`src/hdl/gac_pkg.sv`:
```
// Shared types, constants and the blink period table of the gas alarm controller.
`default_nettype none

package gac_pkg;

  localparam int PPM_W    = 20;
  localparam int TICK_W   = 11;
  localparam int CFG_IDX_W = 2;

  localparam logic [PPM_W-1:0] PPM_SAT = PPM_W'(1000000);

  localparam logic [PPM_W-1:0] LOW_RESET   = PPM_W'(10);
  localparam logic [PPM_W-1:0] MID_RESET   = PPM_W'(200);
  localparam logic [PPM_W-1:0] ALARM_RESET = PPM_W'(500);

  localparam logic [TICK_W-1:0] PERIOD_MAX = TICK_W'(1000);

  // register indexes on the config port
  localparam logic [CFG_IDX_W-1:0] REG_LOW   = 2'd0;
  localparam logic [CFG_IDX_W-1:0] REG_MID   = 2'd1;
  localparam logic [CFG_IDX_W-1:0] REG_ALARM = 2'd2;

  // gas level codes
  localparam logic [1:0] LVL_CLEAN    = 2'd0;
  localparam logic [1:0] LVL_MODERATE = 2'd1;
  localparam logic [1:0] LVL_DANGER   = 2'd2;

  typedef enum logic [1:0] {
    OP_SAMPLE  = 2'd0,
    OP_TICK    = 2'd1,
    OP_CLEAR   = 2'd2,
    OP_RUNSTOP = 2'd3
  } op_t;

  typedef struct packed {
    op_t              opcode;
    logic [PPM_W-1:0] ppm_sample;
  } req_t;

  typedef struct packed {
    logic       led_green;
    logic       led_yellow;
    logic       led_blink;
    logic       alarm_main;
    logic       alarm_aux;
    logic       stop_led;
    logic [1:0] gas_level;
    logic       running;
    logic       warning_latched;
    logic       msg_alarm;
    logic       msg_high;
  } rsp_t;

  typedef struct packed {
    logic [PPM_W-1:0] low;
    logic [PPM_W-1:0] mid;
    logic [PPM_W-1:0] alarm;
  } cfg_t;

  typedef struct packed {
    logic stop;
    logic aux;
    logic main;
    logic blink;
    logic yellow;
    logic green;
  } pins_t;

  // blink period in ms, chosen by the peak reading
  function automatic logic [TICK_W-1:0] period_for(input logic [PPM_W-1:0] p);
    logic [TICK_W-1:0] r;
    if (p < PPM_W'(500))        r = TICK_W'(1000);
    else if (p < PPM_W'(700))   r = TICK_W'(500);
    else if (p < PPM_W'(1000))  r = TICK_W'(333);
    else if (p < PPM_W'(2000))  r = TICK_W'(250);
    else if (p < PPM_W'(5000))  r = TICK_W'(143);
    else if (p < PPM_W'(10000)) r = TICK_W'(100);
    else                        r = TICK_W'(50);
    return r;
  endfunction

endpackage

`default_nettype wire

```
`src/hdl/gac_core.sv`:
```
// Controller state and the per-beat next-state and result logic.
`default_nettype none

module gac_core import gac_pkg::*; (
  input  logic clk,
  input  logic rst,
  input  logic fire,
  input  req_t item,
  input  cfg_t cfg,
  output rsp_t result
);

  logic              running, running_next;
  logic              latch, latch_next;
  logic [PPM_W-1:0]  peak, peak_next;
  logic [PPM_W-1:0]  last, last_next;
  logic [TICK_W-1:0] tick_count, tick_count_next;
  logic [TICK_W-1:0] period, period_next;
  pins_t             pins, pins_next;

  logic [PPM_W-1:0]  p;
  logic [TICK_W-1:0] tick_inc;
  logic              m_alarm, m_high;

  always_comb begin
    p = (item.ppm_sample > PPM_SAT) ? PPM_SAT : item.ppm_sample;
    tick_inc = tick_count + TICK_W'(1);

    running_next    = running;
    latch_next      = latch;
    peak_next       = peak;
    last_next       = last;
    tick_count_next = tick_count;
    period_next     = period;
    pins_next       = pins;
    m_alarm         = 1'b0;
    m_high          = 1'b0;

    unique case (item.opcode)
      OP_SAMPLE: begin
        last_next = p;
        if (running) begin
          pins_next.stop = 1'b0;
          peak_next   = (p > peak) ? p : peak;
          period_next = period_for(peak_next);
          m_alarm     = peak_next > cfg.alarm;
          latch_next  = latch | (p >= cfg.alarm);
          m_high      = (p >= cfg.mid) && (p <= cfg.alarm);
          if (latch_next) begin
            pins_next.main   = 1'b1;
            pins_next.aux    = 1'b1;
            pins_next.green  = 1'b0;
            pins_next.yellow = 1'b0;
          end else begin
            pins_next.aux = 1'b0;
            // unlatched means p is below the alarm level here
            priority if (p < cfg.low) begin
              pins_next.green  = 1'b1;
              pins_next.yellow = 1'b0;
              pins_next.blink  = 1'b0;
              pins_next.main   = 1'b0;
            end else if (p < cfg.mid) begin
              pins_next.yellow = 1'b1;
              pins_next.green  = 1'b0;
              pins_next.blink  = 1'b0;
              pins_next.main   = 1'b0;
            end else begin
              pins_next.green  = 1'b0;
              pins_next.yellow = 1'b0;
              pins_next.main   = 1'b0;
            end
          end
        end else begin
          pins_next.stop   = 1'b1;
          pins_next.green  = 1'b0;
          pins_next.yellow = 1'b0;
          pins_next.blink  = 1'b0;
          pins_next.main   = 1'b0;
        end
      end
      OP_TICK: begin
        if (tick_inc >= period) begin
          tick_count_next = '0;
          if (running && (last >= cfg.mid || peak > cfg.alarm)) begin
            pins_next.blink = ~pins.blink;
          end else begin
            pins_next.blink = 1'b0;
          end
        end else begin
          tick_count_next = tick_inc;
        end
      end
      OP_CLEAR: begin
        if (running) begin
          latch_next = 1'b0;
          peak_next  = '0;
        end
      end
      OP_RUNSTOP: begin
        running_next = ~running;
      end
      default: begin
      end
    endcase

    result.led_green       = pins_next.green;
    result.led_yellow      = pins_next.yellow;
    result.led_blink       = pins_next.blink;
    result.alarm_main      = pins_next.main;
    result.alarm_aux       = pins_next.aux;
    result.stop_led        = pins_next.stop;
    result.running         = running_next;
    result.warning_latched = latch_next;
    result.msg_alarm       = m_alarm;
    result.msg_high        = m_high;
    if (last_next < cfg.low)        result.gas_level = LVL_CLEAN;
    else if (last_next < cfg.alarm) result.gas_level = LVL_MODERATE;
    else                            result.gas_level = LVL_DANGER;
  end

  always_ff @(posedge clk) begin
    if (rst) begin
      running    <= 1'b1;
      latch      <= 1'b0;
      peak       <= '0;
      last       <= '0;
      tick_count <= '0;
      period     <= PERIOD_MAX;
      pins       <= '0;
    end else if (fire) begin
      running    <= running_next;
      latch      <= latch_next;
      peak       <= peak_next;
      last       <= last_next;
      tick_count <= tick_count_next;
      period     <= period_next;
      pins       <= pins_next;
    end
  end

  // count restarts on reaching the period, which never exceeds the table maximum
  a_tick_bound: assert property (@(posedge clk) disable iff (rst)
    tick_count < PERIOD_MAX)
    else $error("tick counter ran past the longest blink period");

  a_peak_sat: assert property (@(posedge clk) disable iff (rst)
    peak <= PPM_SAT && last <= PPM_SAT)
    else $error("stored reading above saturation");

  a_period_follows_peak: assert property (@(posedge clk) disable iff (rst)
    fire && item.opcode == OP_SAMPLE && running |=> period == period_for(peak))
    else $error("blink period out of step with peak");

endmodule

`default_nettype wire

```
`src/hdl/gac_out_buf.sv`:
```
// Two-entry result stage: output register plus skid register.
`default_nettype none

module gac_out_buf import gac_pkg::*; (
  input  logic clk,
  input  logic rst,
  input  logic push,
  output logic push_ready,
  input  rsp_t push_data,
  output logic out_valid,
  input  logic out_ready,
  output rsp_t out_data
);

  logic skid_valid;
  rsp_t skid_data;

  assign push_ready = ~skid_valid;

  always_ff @(posedge clk) begin
    if (rst) begin
      out_valid  <= 1'b0;
      skid_valid <= 1'b0;
    end else begin
      if (!out_valid || out_ready) begin
        if (skid_valid) begin
          out_valid  <= 1'b1;
          skid_valid <= 1'b0;
        end else begin
          out_valid <= push;
        end
      end else if (push) begin
        skid_valid <= 1'b1;
      end
    end
  end

  always_ff @(posedge clk) begin
    if (!out_valid || out_ready) begin
      if (skid_valid) out_data <= skid_data;
      else if (push)  out_data <= push_data;
    end else if (push) begin
      skid_data <= push_data;
    end
  end

  a_skid_behind_out: assert property (@(posedge clk) disable iff (rst)
    skid_valid |-> out_valid)
    else $error("skid entry held with empty output register");

  a_no_push_when_full: assert property (@(posedge clk) disable iff (rst)
    skid_valid |-> !push)
    else $error("beat pushed into a full result stage");

endmodule

`default_nettype wire

```
`src/hdl/gas_alarm_controller.sv`:
```
// Top level of the gas alarm controller: config registers, input register, core, result stage.
`default_nettype none

// Gas alarm controller. Each request beat is a ppm sample, a 1 ms tick, an
// alarm-clear press or a run/stop press, and produces exactly one response
// beat with the pin states, gas level and message flags after that item.
// Throughput is one beat per clock while the receiver takes responses; a beat
// passes the input register, then the core's next-state logic into the output
// register. The input register hands its beat on whenever the two-entry result
// stage has room, so a new request is taken while a response still waits to be
// read. The user must write thresholds on the cfg port only while no beat is in
// flight; the block itself does not enforce this. Index 0 is the low level, 1 the
// mid level, 2 the alarm level, other indexes are ignored.

module gas_alarm_controller import gac_pkg::*; (
  input  logic                 clk,
  input  logic                 rst,
  input  logic                 req_valid,
  output logic                 req_ready,
  input  req_t                 req,
  output logic                 rsp_valid,
  input  logic                 rsp_ready,
  output rsp_t                 rsp,
  input  logic                 cfg_we,
  input  logic [CFG_IDX_W-1:0] cfg_index,
  input  logic [PPM_W-1:0]     cfg_data
);

  cfg_t cfg;
  logic q_valid;
  req_t q_item;
  logic buf_ready;
  logic advance;
  rsp_t result;

  always_ff @(posedge clk) begin
    if (rst) begin
      cfg.low   <= LOW_RESET;
      cfg.mid   <= MID_RESET;
      cfg.alarm <= ALARM_RESET;
    end else if (cfg_we) begin
      if (cfg_index == REG_LOW)   cfg.low   <= cfg_data;
      if (cfg_index == REG_MID)   cfg.mid   <= cfg_data;
      if (cfg_index == REG_ALARM) cfg.alarm <= cfg_data;
    end
  end

  assign advance   = q_valid & buf_ready;
  assign req_ready = ~q_valid | buf_ready;

  always_ff @(posedge clk) begin
    if (rst) begin
      q_valid <= 1'b0;
    end else if (req_ready) begin
      q_valid <= req_valid;
    end
  end

  always_ff @(posedge clk) begin
    if (req_ready && req_valid) q_item <= req;
  end

  gac_core u_core (
    .clk    (clk),
    .rst    (rst),
    .fire   (advance),
    .item   (q_item),
    .cfg    (cfg),
    .result (result)
  );

  gac_out_buf u_out_buf (
    .clk        (clk),
    .rst        (rst),
    .push       (advance),
    .push_ready (buf_ready),
    .push_data  (result),
    .out_valid  (rsp_valid),
    .out_ready  (rsp_ready),
    .out_data   (rsp)
  );

endmodule

`default_nettype wire

```
`config.mk`:
```
export PLATFORM = sky130hd
export DESIGN_NAME = gas_alarm_controller
export DESIGN_NICKNAME = d
export VERILOG_FILES = /design/src/hdl/gac_pkg.sv /design/src/hdl/gac_core.sv /design/src/hdl/gac_out_buf.sv /design/src/hdl/gas_alarm_controller.sv
export SDC_FILE = /design/constraint.sdc
export NUM_CORES = 1
export LEC_CHECK = 0
export ABC_CLOCK_PERIOD_IN_PS = 7680
export BUFFER_PORTS_ARGS = -buffer_cell sky130_fd_sc_hd__buf_2
export CORE_MARGIN = 2
export CORE_UTILIZATION = 40
export CTS_CLUSTER_DIAMETER = 100
export CTS_CLUSTER_SIZE = 40
export DETAILED_ROUTE_END_ITERATION = 16
export GPL_TIMING_DRIVEN = 1
export SLEW_MARGIN = 25
export SYNTH_ARGS = -nofsm -noshare
export SYNTH_HDL_FRONTEND = slang
export SYNTH_SLANG_ARGS = --single-unit
export TNS_END_PERCENT = 100
```
`constraint.sdc`:
```
create_clock -name clk -period 7.68 [get_ports clk]
set_clock_uncertainty 0.2 [all_clocks]
set_input_delay 0 -clock clk [delete_from_list [all_inputs] [get_ports clk]]
set_output_delay 0 -clock clk [all_outputs]
set_load 0.05 [all_outputs]
```
==> metrics.md <==
| Metric | Value |
|---|---|
| Max-slew headroom | `0.353` |
| Area Growth Syn to Fin | `14.8%` |
| Power per cell area | `173 nW/µm²` |
| RSZ-0062 raised after global routing | `false` |
| Area taken by multi-input logic gates | `7270 µm²` |
| Min Hold Slack | `0.0524 ns` |
| First-pass GRT wire length | `55500 µm` |
| Clock buffer depth | `2` |
| TritonRoute pass-1 iters | `7` |
| Status | `finished clean` |
| Setup-failing EPs final | `0` |
| Synthesized area | `11900 µm²` |
| Die footprint | `31200 µm²` |
| Drt total wl | `35600 µm` |
| Leakage | `5.74 nW` |
| Crit path max fanout | `31` |
| Final period util | `0.884` |
| Area after DPL | `12600 µm²` |
| Routed Antenna Nets | `0` |
| Setup Total Neg Slack | `0 ns` |
| # port buffers | `62` |
| Share of layout cells above drive strength 1 | `0.0946` |
| Element type at the critical path start | `flop` |
| Min cycle time layout | `6.79 ns` |
| Worst slew pin tran | `0.971 ns` |
| Reg-to-Reg Start | `q_item[8]` |
| CP required | `7.68 ns` |
| Yosys reg bits | `178` |
| Die W | `177 µm` |
| Reg area | `4020 µm²` |
| Clk sinks | `178` |
| FILL cells | `2998` |
| Max-cap viol count | `0` |
| Post-Layout Cell Count | `1912` |
| Synthesized Nets | `1652` |
| Synth warnings | `0` |
| Starting Density | `0.405` |
| Final slew viol count | `0` |
| Fmax | `147 MHz` |
| DRT iter0 DRCs | `818` |
| Fin. Hold Viols | `0` |
| Ant diodes | `0` |
| Largest net degree at the start of global routing | `81` |
| Cell Rows | `63` |
| H-Tree Depth | `4` |
| Distinct cell type count after synthesis | `70` |
| Maximum vdd drop | `138 µV` |
| Main synth FF type | `dfxtp_1` |
| Syn avg cell area | `8.41 µm²` |
| Die Y | `177 µm` |
| Post-route cell area | `13700 µm²` |
| I/O pin cnt | `63` |
| Vias in the first global route | `10005` |
| Async SR Flop Fraction | `0` |
| CTS tree | `done` |
| Hold path start | `req[18]` |
| Critical path endpoint category | `flop` |
| GRT Resource Usage Total | `0.231` |
| Core ar. | `29500 µm²` |
| Clock Root Buffer | `clkbuf_16` |
| CP Class | `reg -> reg` |
| Mapped Cells | `1419` |
| Total CTS buffers | `17` |
| Clk Latency, worst-skew pair | `0.45 ns` |
| Yosys top cell by area | `dfxtp_1` |
| Top-area cell type share of the netlist area | `0.221` |
| DRC | `0` |
| Reg clk slew, reported paths | `0.07 ns` |
| Layout Nets | `1742` |
| Register area share after synthesis | `0.337` |
| Post CTS Setup Buffer Count | `0` |
| Placed wire-length estimate | `27300 µm` |
| Arrival time at the worst endpoint | `6.79 ns` |
| DR vias/cell | `5.53` |
| Number of synthesized flops with an enable pin | `46` |
| Initial antenna violation count | `0` |
| Drt wl/cell | `18.6 µm` |
| GPL Wtd Cong | `1.00` |
| Total power | `0.00237 W` |
| Area contributors post-synth | `dfxtp_1 22%, ha_1 19%, edfxtp_1 12%` |
| Hold Crit Class | `in -> reg` |
| Total vias in the final route | `10581` |
| Worst setup path startpoint | `q_item[8]` |
| Gr ovfl total | `0` |
| Inst Count DP | `1826` |
per-layer routing:
layer  vias up  track usage  wire length (µm)
li1       5244            -                 -
met1      4982        0.305             16400
met2       288        0.381             16500
met3        67       0.0329              1470
met4         0       0.0919              1190
met5         -            0                 0
sequential cells by signal, summed over array words and instances (netlist names):
name                  flops
u_core.period            10
u_out_buf.out_data       12
u_core.tick_count        11
u_core.last              20
u_out_buf.skid_data      12
cfg                      60
q_item                   22
u_core.pins               6
u_out_buf.skid_valid      1
u_core.peak              20
u_core.running            1
q_valid                   1
u_core.latch              1
u_out_buf.out_valid       1
cell usage in the layout (no fill, tap or decap), drive strengths merged, types with 4 or more instances in the layout:
cell,n
a211oi,10
xor2,8
edfxtp,46
o211ai,21
nor2,85
nand3b,8
nor4,11
and2,7
o21ai,57
clkinv,5
buf,76
mux2,18
o31ai,12
nor3,18
ha,184
or2,5
nand2b,13
and3,9
a21o,30
dlygate4sd3,53
or3,5
nor2b,19
xnor2,5
a31oi,7
a2111oi,7
o21a,8
o2111ai,4
mux2i,14
inv,108
nand4,31
nand3,21
nand2,258
a22oi,19
clkbuf,18
a41oi,4
dfxtp,132
a21oi,145
cell usage after synthesis (all sizes together) (7+ instances only):
library cell	number
nand2	258
ha	184
a21oi	145
dfxtp	132
inv	103
nor2	85
o21ai	57
clkbuf	50
edfxtp	46
nand4	31
a21o	30
nand3	21
o211ai	21
a22oi	19
nor2b	19
mux2	18
nor3	18
mux2i	14
nand2b	13
o31ai	12
nor4	11
a211oi	10
and3	9
buf	8
nand3b	8
o21a	8
xor2	8
a2111oi	7
a31oi	7
and2	7
kinds of logic (layout without fill, tap and decap cells):
kind of cell / count (synthesis) / in the layout / synth area share
AOI/OAI and AO/OA: 350 / 350 / 0.184
xor gates and xnor gates: 13 / 13 / 0.00954
adders and majority gates: 185 / 185 / 0.194
buffers and inverters: 161 / 264 / 0.0541
DFF: 178 / 178 / 0.337
muxes: 32 / 32 / 0.0303
and+or+nand+nor: 500 / 500 / 0.191
where the power goes:
| part | internal [W] | leakage [nW] | switching [W] |
|---|---|---|---|
| clock | 0.000485 | 0.283 | 0.000406 |
| combinational | 0.000174 | 3.94 | 0.000279 |
| sequential | 0.000996 | 1.51 | 0.0000256 |
| total | 0.00166 | 5.74 | 0.000711 |
worst max-delay path: stages (launching register included):
cell and delay (ns):
edfxtp_1 0.49, nor4_1 0.36, a31oi_1 0.17, o21ai_1 0.69, nand2b_1 0.36, ha_1 0.41, nand4_1 0.16, or4_4 0.58
a211o_1 0.30, o31a_4 0.14, nor2_8 0.52, mux2i_1 0.32, ha_1 0.29, a21o_1 0.16, a21o_1 0.17, a21o_1 0.16
a21o_1 0.17, a21o_1 0.17, a21oi_1 0.14, o21ai_0 0.11, o21a_1 0.23, mux2_2 0.27
cell type report:
type | count | share of cell area
Clock buffer | 18 | 0.0313
Clock inverter | 14 | 0.0112
Sequential cell | 178 | 0.294
Inverter | 103 | 0.0282
Timing Repair Buffer | 129 | 0.0689
Tap cell | 390 | 0.0356
Multi-Input combinational cell | 1080 | 0.531
per-stage QoR:
step	util	setup slack (ns)
CTS	0.464	0.985
global placement	0.426	1.23
global route	0.465	0.527
floorplan	-	2.14
finish	0.465	0.893
detailed placement	0.427	1.01
final timing paths:
check	endpoint	slack, ns	cells after the start
setup / recovery	u_out_buf.out_data[1]	0.89	21
setup reg to reg	u_out_buf.out_data[1]	0.89	21
hold reg to reg	cfg[1]	0.25	2
hold / removal	q_item[18]	0.05	2
what timing repair did:
item	4_1_cts	5_1_grt
hold endpoints to repair	105	0
resized for setup	0	0
hold buffers	53	0
Power figures use the tool's default switching activity.
